===== config.mk =====
export PLATFORM = sky130hd
export DESIGN_NAME = free_list_page_allocator
export DESIGN_NICKNAME = d
export VERILOG_FILES = /design/src/design/fpa_pkg.sv /design/src/design/fpa_dp.sv /design/src/design/fpa_ctrl.sv /design/src/design/free_list_page_allocator.sv
export VERILOG_INCLUDE_DIRS = /design/src /design/src/design
export SDC_FILE = /design/constraint.sdc
export NUM_CORES = 1
export LEC_CHECK = 0
export CORE_UTILIZATION = 45
export DETAILED_ROUTE_END_ITERATION = 10
export DONT_BUFFER_PORTS = 1
export PLACE_DENSITY = 0.67
export SYNTH_ARGS = -nofsm -noshare
export SYNTH_HDL_FRONTEND = slang
export SYNTH_SLANG_ARGS = --single-unit

===== constraint.sdc =====
create_clock -name i_clk -period 5.5 [get_ports i_clk]
set_clock_uncertainty 0.2 [all_clocks]
set_input_delay 0.55 -clock i_clk [delete_from_list [all_inputs] [get_ports i_clk]]
set_output_delay 0.55 -clock i_clk [all_outputs]
set_load 0.005 [all_outputs]

===== src/design/free_list_page_allocator_macros.svh =====
// Assertion macros for the free list page allocator.
// Used by fpa_ctrl; expects i_clk and i_rst_n in the including scope.
`ifndef FREE_LIST_PAGE_ALLOCATOR_MACROS_SVH
`define FREE_LIST_PAGE_ALLOCATOR_MACROS_SVH

// same-cycle implication
`define FPA_ASSERT_NOW(lbl, ante, cons) \
    lbl: assert property (@(posedge i_clk) disable iff (!i_rst_n) (ante) |-> (cons)) \
        else $error("fpa assertion failed");

// next-cycle implication
`define FPA_ASSERT_NEXT(lbl, ante, cons) \
    lbl: assert property (@(posedge i_clk) disable iff (!i_rst_n) (ante) |=> (cons)) \
        else $error("fpa assertion failed");

`endif


===== src/design/fpa_pkg.sv =====
// Package for the free list page allocator: sizes, codes and shared types.
// No dependencies.
package fpa_pkg;

    localparam int PAGE_COUNT = 64;
    localparam int PAGE_BYTES = 4096;
    localparam int ADDR_W     = 32;
    localparam int STS_W      = 3;
    localparam int IDX_W      = $clog2(PAGE_COUNT);
    localparam int PTR_W      = $clog2(PAGE_COUNT + 1);
    localparam int OFS_W      = $clog2(PAGE_BYTES);
    localparam logic [ADDR_W-1:0] POOL_BYTES = ADDR_W'(PAGE_COUNT * PAGE_BYTES);

    typedef enum logic [1:0] {
        REQ_ALLOC_PAGE  = 2'd0,
        REQ_ALLOC_STACK = 2'd1,
        REQ_FREE_PAGE   = 2'd2,
        REQ_FREE_STACK  = 2'd3
    } t_req;

    typedef enum logic [STS_W-1:0] {
        ST_OK         = 3'd0,
        ST_EMPTY      = 3'd1,
        ST_CORRUPT    = 3'd2,
        ST_OUTSIDE    = 3'd3,
        ST_MISALIGNED = 3'd4
    } t_status;

    typedef enum logic [1:0] {
        S_IDLE = 2'b01,
        S_EXEC = 2'b10
    } t_state;

    typedef struct packed {
        logic load;   // capture request, read next-index table at head
        logic exec;   // apply request, load result register
    } t_dp_cmd;

endpackage


===== src/design/fpa_dp.sv =====
// Datapath: pool base, head pointer, free bits, next-index memory, result register.
// Depends on fpa_pkg; driven by fpa_ctrl commands.
module fpa_dp import fpa_pkg::*; (
    input  logic                i_clk,
    input  logic                i_rst_n,
    input  t_dp_cmd             i_cmd,
    input  logic                i_cfg_we,
    input  logic [ADDR_W-1:0]   i_cfg_wdata,
    input  logic [1:0]          i_req_type,
    input  logic [ADDR_W-1:0]   i_addr,
    output logic [ADDR_W-1:0]   o_result_addr,
    output logic [STS_W-1:0]    o_status
);

    logic [ADDR_W-1:0]     r_base;
    logic [PTR_W-1:0]      r_head;
    logic [PAGE_COUNT-1:0] r_free;
    logic [PAGE_COUNT-1:0] r_nx_valid;
    logic [PTR_W-1:0]      r_mem [PAGE_COUNT];
    logic [PTR_W-1:0]      r_rd_data;
    logic                  r_rd_valid;
    t_req                  r_req;
    logic [ADDR_W-1:0]     r_addr;
    logic [ADDR_W-1:0]     r_result;
    t_status               r_status;

    logic [IDX_W-1:0]  head_pg;
    logic [PTR_W-1:0]  head_next;
    logic [ADDR_W-1:0] off;
    logic [IDX_W-1:0]  free_pg;
    logic [ADDR_W-1:0] alloc_addr;
    logic              alloc_ok;
    logic              free_ok;
    t_status           n_status;
    logic [ADDR_W-1:0] n_result;

    assign head_pg    = r_head[IDX_W-1:0];
    assign head_next  = r_rd_valid ? r_rd_data : r_head + PTR_W'(1);
    assign off        = r_addr - r_base;
    assign free_pg    = off[OFS_W+IDX_W-1:OFS_W];
    assign alloc_addr = r_base + ((ADDR_W'(r_head) +
                        ADDR_W'(r_req == REQ_ALLOC_STACK)) << OFS_W);

    always_comb begin
        alloc_ok = 1'b0;
        free_ok  = 1'b0;
        n_result = '0;
        n_status = ST_OK;
        unique case (r_req)
            REQ_ALLOC_PAGE, REQ_ALLOC_STACK: begin
                if (r_head >= PTR_W'(PAGE_COUNT)) begin
                    n_status = ST_EMPTY;
                end else if (!r_free[head_pg]) begin
                    n_status = ST_CORRUPT;
                end else begin
                    alloc_ok = 1'b1;
                    n_result = alloc_addr;
                end
            end
            REQ_FREE_PAGE, REQ_FREE_STACK: begin
                if (off >= POOL_BYTES) begin
                    n_status = ST_OUTSIDE;
                end else if (off[OFS_W-1:0] != '0) begin
                    n_status = ST_MISALIGNED;
                end else begin
                    free_ok = 1'b1;
                end
            end
        endcase
    end

    always_ff @(posedge i_clk) begin
        if (!i_rst_n) begin
            r_base     <= '0;
            r_head     <= '0;
            r_free     <= '1;
            r_nx_valid <= '0;
        end else begin
            if (i_cfg_we) begin
                r_base <= i_cfg_wdata;
            end
            if (i_cmd.exec && alloc_ok) begin
                r_head          <= head_next;
                r_free[head_pg] <= 1'b0;
            end else if (i_cmd.exec && free_ok) begin
                r_head              <= PTR_W'(free_pg);
                r_free[free_pg]     <= 1'b1;
                r_nx_valid[free_pg] <= 1'b1;
            end
        end
    end

    // next-index memory: unwritten entries read as index plus one
    always_ff @(posedge i_clk) begin
        if (i_cmd.exec && free_ok) begin
            r_mem[free_pg] <= r_head;
        end
        if (i_cmd.load) begin
            r_rd_data  <= r_mem[head_pg];
            r_rd_valid <= r_nx_valid[head_pg];
        end
    end

    always_ff @(posedge i_clk) begin
        if (i_cmd.load) begin
            r_req  <= t_req'(i_req_type);
            r_addr <= (t_req'(i_req_type) == REQ_FREE_STACK) ?
                      i_addr - ADDR_W'(PAGE_BYTES) : i_addr;
        end
        if (i_cmd.exec) begin
            r_result <= n_result;
            r_status <= n_status;
        end
    end

    assign o_result_addr = r_result;
    assign o_status      = r_status;

endmodule


===== src/design/fpa_ctrl.sv =====
// Controller: request sequencing and both channel handshakes.
// Depends on fpa_pkg and free_list_page_allocator_macros.svh.
`include "free_list_page_allocator_macros.svh"
module fpa_ctrl import fpa_pkg::*; (
    input  logic    i_clk,
    input  logic    i_rst_n,
    input  logic    i_in_valid,
    output logic    o_in_stall,
    output logic    o_out_valid,
    input  logic    i_out_stall,
    output t_dp_cmd o_cmd
);

    t_state r_state;
    t_state n_state;
    logic   r_out_valid;
    logic   n_out_valid;
    logic   out_free;

    assign out_free   = !r_out_valid || !i_out_stall;
    assign o_in_stall = (r_state != S_IDLE);
    assign o_cmd.load = (r_state == S_IDLE) && i_in_valid;
    assign o_cmd.exec = (r_state == S_EXEC) && out_free;

    always_comb begin
        n_state     = r_state;
        n_out_valid = r_out_valid && i_out_stall;
        unique case (r_state)
            S_IDLE: begin
                if (i_in_valid) begin
                    n_state = S_EXEC;
                end
            end
            S_EXEC: begin
                if (out_free) begin
                    n_state     = S_IDLE;
                    n_out_valid = 1'b1;
                end
            end
            default: begin
                n_state = S_IDLE;
            end
        endcase
    end

    always_ff @(posedge i_clk) begin
        if (!i_rst_n) begin
            r_state     <= S_IDLE;
            r_out_valid <= 1'b0;
        end else begin
            r_state     <= n_state;
            r_out_valid <= n_out_valid;
        end
    end

    assign o_out_valid = r_out_valid;

    `FPA_ASSERT_NEXT(a_load_to_exec, o_cmd.load, r_state == S_EXEC)
    `FPA_ASSERT_NEXT(a_exec_gives_result, o_cmd.exec, r_out_valid && r_state == S_IDLE)
    `FPA_ASSERT_NOW(a_no_overwrite, o_cmd.exec, !r_out_valid || !i_out_stall)
    `FPA_ASSERT_NEXT(a_held_result_waits,
        r_state == S_EXEC && r_out_valid && i_out_stall, r_state == S_EXEC)

endmodule


===== src/design/free_list_page_allocator.sv =====
// Top level of the free list page allocator; joins fpa_ctrl and fpa_dp.
// Depends on fpa_pkg.
// A pool of 64 pages of 4096 bytes starting at the pool base is kept as a last-in first-out
// free list. Each request gives exactly one result, with one request in flight: a new request
// is not taken until the last one has been executed into the output register. Between the
// input transfer and the result lies the registered read of the next-index memory at the
// head page. A finished result waits in the output register while the next request is taken.
// Write the pool base only while no request is in flight.
module free_list_page_allocator import fpa_pkg::*; (
    input  logic              i_clk,
    input  logic              i_rst_n,
    input  logic              i_cfg_we,
    input  logic [ADDR_W-1:0] i_cfg_wdata,
    input  logic              i_in_valid,
    output logic              o_in_stall,
    input  logic [1:0]        i_req_type,
    input  logic [ADDR_W-1:0] i_addr,
    output logic              o_out_valid,
    input  logic              i_out_stall,
    output logic [ADDR_W-1:0] o_result_addr,
    output logic [STS_W-1:0]  o_status
);

    t_dp_cmd cmd;

    fpa_ctrl u_ctrl (
        .i_clk       (i_clk),
        .i_rst_n     (i_rst_n),
        .i_in_valid  (i_in_valid),
        .o_in_stall  (o_in_stall),
        .o_out_valid (o_out_valid),
        .i_out_stall (i_out_stall),
        .o_cmd       (cmd)
    );

    fpa_dp u_dp (
        .i_clk         (i_clk),
        .i_rst_n       (i_rst_n),
        .i_cmd         (cmd),
        .i_cfg_we      (i_cfg_we),
        .i_cfg_wdata   (i_cfg_wdata),
        .i_req_type    (i_req_type),
        .i_addr        (i_addr),
        .o_result_addr (o_result_addr),
        .o_status      (o_status)
    );

endmodule

==> results of run 1 <==
## power groups by stage
stage | logic [mW] | clock network, mW | registers, mW
6_report | 0.844 | 4.83 | 5.65
5_1_grt | 0.893 | 5.06 | 5.65
4_1_cts | 0.823 | 4.87 | 5.65
3_5_place_dp | 0.732 | 0 | 5.76
3_3_place_gp | 0.727 | 0 | 5.76
2_1_floorplan | 0.536 | 0 | 5.75
## sequential cells by signal, summed over array words and instances, names as in the netlist, 2 cells and up
register            count
u_dp.r_addr            32
u_dp.r_rd_data          7
u_dp.r_base            32
u_dp.r_req              2
u_dp.o_result_addr     32
u_dp.r_mem            448
u_dp.r_nx_valid        64
u_dp.r_head             7
u_dp.r_free            64
u_dp.o_status           3
u_ctrl.r_state          2
## metal layers
layer | vias up | wire, µm | GRT usage [%]
li1 | 8958 | - | -
met1 | 10200 | 34100 | 33.9
met2 | 1058 | 39600 | 39.9
met3 | 188 | 7800 | 4.54
met4 | 2 | 3640 | 11.6
met5 | - | 8 | 0
## cells in the final DEF, fill, tap and decap left out, types with 8 or more instances in the layout
cell           count
dlygate4sd3_1    105
nand3_1           45
buf_4             80
o221ai_1           8
nand3b_1          45
clkbuf_8           9
nand4_1           43
nor3_1            22
edfxtp_1         525
ha_1              43
clkbuf_1          19
a22oi_1          210
xnor2_1           35
or3_1             12
a221oi_1          36
nor4_2            13
mux2i_1           40
a22o_1            29
xor2_1            21
clkbuf_16         72
clkinv_2          13
o22ai_1           27
nand2_1           96
inv_1             56
o211ai_1          14
nor2_1           115
a41oi_1           11
a21o_1            10
a21oi_1           61
a31oi_1           21
nor4_4            52
o21ai_0           79
o21a_1            71
dfxtp_1          163
nand2b_1          29
## worst min-delay path by stage
stage | start | endpoint | slack, ps | depth (start not counted)
after global routing | i_out_stall | u_dp.o_status[2]$_SDFFCE_PP0P_ | 20 | 1
after global placement | u_dp.r_nx_valid[31]$_SDFFE_PN0P_ | u_dp.r_nx_valid[31]$_SDFFE_PN0P_ | 250 | 1
after detailed placement | u_dp.r_nx_valid[40]$_SDFFE_PN0P_ | u_dp.r_nx_valid[40]$_SDFFE_PN0P_ | 250 | 1
final | i_addr[16] | u_dp.r_addr[17]$_DFFE_PP_ | 10 | 2
after floorplan | u_dp.r_nx_valid[20]$_SDFFE_PN0P_ | u_dp.r_nx_valid[20]$_SDFFE_PN0P_ | 240 | 1
after CTS | i_out_stall | u_dp.o_result_addr[8]$_SDFFCE_PP0P_ | 3 | 1
## cell type report
cell class | count | area [µm²]
Sequential cell | 695 | 19200
Inverter | 60 | 225
Timing Repair Buffer | 190 | 1760
Clock buffer | 100 | 2000
Multi-Input combinational cell | 1310 | 9960
Tap cell | 864 | 1080
Fill cell | 5336 | 31200
Clock inverter | 31 | 337
## timing repair
| action | CTS | global route |
|---|---|---|
| hold buffers | 106 | 0 |
| gates resized for setup | 0 | 0 |
| endpoints found under the hold margin | 173 | 0 |
| setup buffers | 0 | 0 |
## per-stage QoR
stage	hold slack (ps)	utilization, %
after floorplan	241	-
after global placement	246	47.3
after detailed placement	254	47.3
after CTS	3.28	52.5
after global routing	24.9	52.5
final	12.3	52.5
## cell families after synthesis
kind of cell	count (synthesis)
xor+xnor	56
fa+ha+maj	45
mux	51
buf+inv	189
compound gates	630
flops	695
simple gates	528
## synthesized netlist by cell type, types with 45 or more instances
cell type	number	area [µm²]
edfxtp_1	525	15800
a21oi_1	62	310
o21ai_0	79	395
o21a_1	71	533
nor4_4	52	1110
clkbuf_1	84	315
nor2_1	118	443
nand2_1	96	360
a22oi_1	210	1580
nand3b_1	45	338
inv_1	57	214
dfxtp_1	170	3400
nand3_1	45	225
==> impl_metrics.yaml, run 1 <==
synthesis:
  synth_nets: 2310
  synth_edf_count: 525
  yosysUniqueCellTypes: 89
  ys.flop_type: "edfxtp_1"
  async_flop_share_pct: 0
  postSynthCellCount: 2194
  synth.avg_cell_area_um2: 13.6
  synth-simple-area-share_pct: 12.3
  syn_area_mm2: 0.0298
  synth-xor-area-share_pct: 1.64
  synthAdderAreaFrac_pct: 1.94
  muxShareOfSynthArea_pct: 2.02
  synth_warnings: 0
  synth_compound_area_share_pct: 15.2
  ys_seq_elements: 695
  synth_top_family_by_area: "compound AO/OA/AOI/OAI gates"
  yosysSeqAreaShare_pct: 64.2
global_route:
  first_global_vias: 20400
  grt_usage_pct: 25.3
  antenna_found_initial: 1
  grt_pass1_wl_mm: 128
  globalRouteOverflowTotal: 0
  grt_max_degree: 106
worst_setup_path:
  cp_max_fo: 32
  crit_family: "simple AND/OR/NAND/NOR gates"
  rr_startpoint: "u_dp.r_addr[0]$_DFFE_PP_"
  startpoint: "u_dp.r_addr[0]$_DFFE_PP_"
  crit_path_start_kind: "register"
  r2r-end: "u_dp.r_mem[19][5]$_DFFE_PP_"
  end_kind: "register"
  reg2reg_depth: 13
  slowest_delay_ps: 830
  worstPathArrival_ps: 5140
  regToRegSetupSlack_ps: 400
  crit_buf_inv: 2
  crit_required_ps: 5540
  critPathKind: "register to register"
  worst_path_max_delay_cell: "nor4_4"
  endpoint: "u_dp.r_mem[19][5]$_DFFE_PP_"
  worstSetupPathDepth: 13
  worstPathCellList: "inv_1 -> ha_1 -> fa_1 -> nor2b_1 -> o31a_1 -> o21ai_1 -> nand3b_1 -> or4b_2 -> mux2i_1 -> a2111oi_4 -> nand4b_1 -> buf_12 -> nor4_4"
clock_network:
  cts_made_buffers: 71
  cts-root-buf: "clkbuf_16"
  clk-insertion-delay-late_ps: 630
  clkTransAtPathRegs_ps: 60
  clock_path_buffers: 3
  htreeDepth: 3
  cts_tree: "built"
  cts_sinks: 695
sta:
  hold_viol_final: 0
  min_period_ps: 5100
  relSlewSlack_pct: 33.9
  finalCritPeriodShare_pct: 92.7
  setup_viol: 0
  worst_slew_pin_slew_ps: 985
  drv_slew: 0
  fin_tns_setup_ps: 0
  rsz0062_at_grt: "false"
  setup_slack_ps: 402
  fmax_mhz: 196
placed_design:
  place_ws_ps: 448
  portBuffers: 0
  place_inst: 3013
  placed_cell_area_mm2: 0.0311
  place.gp.congestion: 0.993
  place_hpwl_mm: 53.9
route:
  vias_per_cell: 6.29
  totalWireLength_mm: 85.2
  drc: 0
  ant_nets: 0
  wl_per_cell_um: 26.2
  first_iter_violations: 2389
  num_vias: 20400
  drt_first_pass_iters: 7
power:
  power.leakage_nw: 11.9
  clock_power_share_pct: 42.7
  p_sw_share_pct: 23.2
  pwr-share-comb_pct: 7.4
  p_sw_mw: 2.63
  ir_worst_vdd_v: 0.000239
  finalPower_mw: 11.3
  power_density_mw_per_mm2: 328
  pwr-share-seq_pct: 49.9
  internal_power_mw: 8.69
min_path:
  hp-class: "input pin to register"
final_layout:
  area.growth.synth_to_final_pct: 15.7
  final_net_count: 2444
  antenna_cells: 0
  instances_no_fill: 3250
  design_area_mm2: 0.0345
  drive_gt1_share_pct: 12.8
job:
  maxCapViolCount: 0
die:
  die_area_mm2: 0.0674
  coreArea_mm2: 0.0657
  die_h_um: 260
  ioPinCount: 108
  start_util_pct: 45.4
  rows: 94
  die-width_um: 260
outcome:
  status: "finished clean"
No activity file was read; power rests on OpenSTA's default activity.
==> run 2: changes to the inputs <==
- CELL_PAD_IN_SITES_DETAIL_PLACEMENT: default -> 1
- CELL_PAD_IN_SITES_GLOBAL_PLACEMENT: default -> 2
- PLACE_DENSITY: 0.67 -> 0.85
==> impl_metrics.yaml, run 2 (synthesis results as in run 1) <==
clock_network:
  clkTransAtPathRegs_ps: 60
  cts-root-buf: "clkbuf_16"
  htreeDepth: 3
  cts_sinks: 695
  cts_setup_buffers: 0
  cts_tree: "built"
  clock_path_buffers: 3
  clk-insertion-delay-late_ps: 630
  cts_made_buffers: 73
worst_setup_path:
  end_kind: "register"
  reg2reg_depth: 11
  cp_max_fo: 25
  regToRegSetupSlack_ps: 300
  worstPathArrival_ps: 5210
  rr_startpoint: "u_dp.r_base[21]$_SDFFE_PN0P_"
  critPathKind: "register to register"
  crit_required_ps: 5510
  r2r-end: "u_dp.r_mem[60][2]$_DFFE_PP_"
  crit_path_start_kind: "register"
route:
  wl_per_cell_um: 30.5
  first_iter_violations: 2481
  ant_nets: 0
  vias_per_cell: 6.48
  totalWireLength_mm: 99.8
  drc: 0
  num_vias: 21200
  drt_first_pass_iters: 6
final_layout:
  design_area_mm2: 0.0346
  reg_top3: "u_dp.r_mem x448, u_dp.r_free x64, u_dp.r_nx_valid x64"
  final_common_cell: "edfxtp_1"
  largest_reg_flops: 448
  top_register: "u_dp.r_mem"
  area.growth.synth_to_final_pct: 16.1
  final_cell_mix: "edfxtp_1, a22oi_1, dfxtp_1"
  final_net_count: 2459
  instances_no_fill: 3266
  drive_gt1_share_pct: 13.2
sta:
  fin_tns_setup_ps: 0
  drv_slew: 0
  min_period_ps: 5200
  rsz0062_at_grt: "false"
  finalCritPeriodShare_pct: 94.5
  fmax_mhz: 192
  setup_slack_ps: 300
  hold_viol_final: 0
  setup_viol: 0
  relSlewSlack_pct: 24.0
  worst_slew_pin_slew_ps: 1130
global_route:
  grt_usage_pct: 29.6
  first_global_vias: 21800
  globalRouteOverflowTotal: 0
  grt_pass1_wl_mm: 148
  grt_max_degree: 107
  antenna_found_initial: 2
outcome:
  status: "finished clean"
die:
  die-width_um: 260
  die_area_mm2: 0.0674
  start_util_pct: 45.4
  die_h_um: 260
  ioPinCount: 108
  rows: 94
  coreArea_mm2: 0.0657
placed_design:
  placed_cell_area_mm2: 0.0313
  place.gp.congestion: 0.908
  place_inst: 3032
  portBuffers: 0
  place_hpwl_mm: 64.2
  place_ws_ps: 411
min_path:
  hp-start: "i_addr[16]"
  min_to: "u_dp.r_addr[18]$_DFFE_PP_"
  hp-class: "input pin to register"
  min_delay_path_depth: 2
power:
  power_density_mw_per_mm2: 330
  ir_worst_vdd_v: 0.000197
  power.leakage_nw: 11.9
job:
  maxCapViolCount: 0
run 2: timing repair:
item / 4_1_cts / 5_1_grt
gates resized for setup: 0 / 0
setup endpoints to repair: 0 / 0
hold buffers: 100 / 0
hold endpoints to repair: 173 / 0
run 2: worst max-delay path by stage:
stage	from	endpoint	cells past startpoint
finish	u_dp.r_base[21]$_SDFFE_PN0P_	u_dp.r_mem[60][2]$_DFFE_PP_	11
global route	u_dp.r_addr[0]$_DFFE_PP_	u_dp.r_mem[60][2]$_DFFE_PP_	13
CTS	u_dp.r_addr[0]$_DFFE_PP_	u_dp.r_mem[60][2]$_DFFE_PP_	13
detailed placement	u_dp.r_addr[0]$_DFFE_PP_	u_dp.r_mem[60][2]$_DFFE_PP_	13
global placement	u_dp.r_addr[0]$_DFFE_PP_	u_dp.r_mem[44][3]$_DFFE_PP_	13
floorplan	u_dp.r_head[2]$_SDFFE_PN0P_	u_dp.o_result_addr[28]$_SDFFCE_PP0P_	16
run 2: worst max-delay path, cell delays in order (launching register included):
cell,delay (ps)
dfxtp_1,410
inv_1,130
ha_1,460
nand4_1,230
or3_1,450
a2111oi_0,500
mux2_2,400
a32oi_1,220
and4bb_1,230
nand4b_1,250
buf_12,290
nor4_2,990
run 2: power breakdown:
part	switching (mW)	internal [mW]
clock network	2.07	2.83
logic	0.607	0.271
registers	0.0274	5.62
total	2.71	8.73
run 2: final cells by class:
cell class / count / area [µm²]
multi-input combinational: 1310 / 9960
clock buffer: 105 / 2050
clock inverter: 28 / 284
inverter: 60 / 225
tap: 864 / 1080
timing repair buffer: 203 / 1850
sequential: 695 / 19200
fill: 6381 / 31100
antenna: 1 / 2.50
run 2: stage by stage:
stage | utilization [%] | hold WS [ps] | power, mW
2_1_floorplan | - | 241 | 6.29
3_3_place_gp | 47.6 | 247 | 6.51
3_5_place_dp | 47.6 | 253 | 6.53
4_1_cts | 52.7 | 3.39 | 11.5
5_1_grt | 52.7 | 44.6 | 11.7
6_report | 52.7 | 23.5 | 11.4
run 2: routing by layer:
layer | part of all wire [%] | global-route usage (%) | wire (µm)
met1 | 41 | 39.9 | 40600
met2 | 47 | 46.6 | 46600
met3 | 8.2 | 5.31 | 8190
met4 | 4.4 | 13.7 | 4380
met5 | 0 | 0 | 0
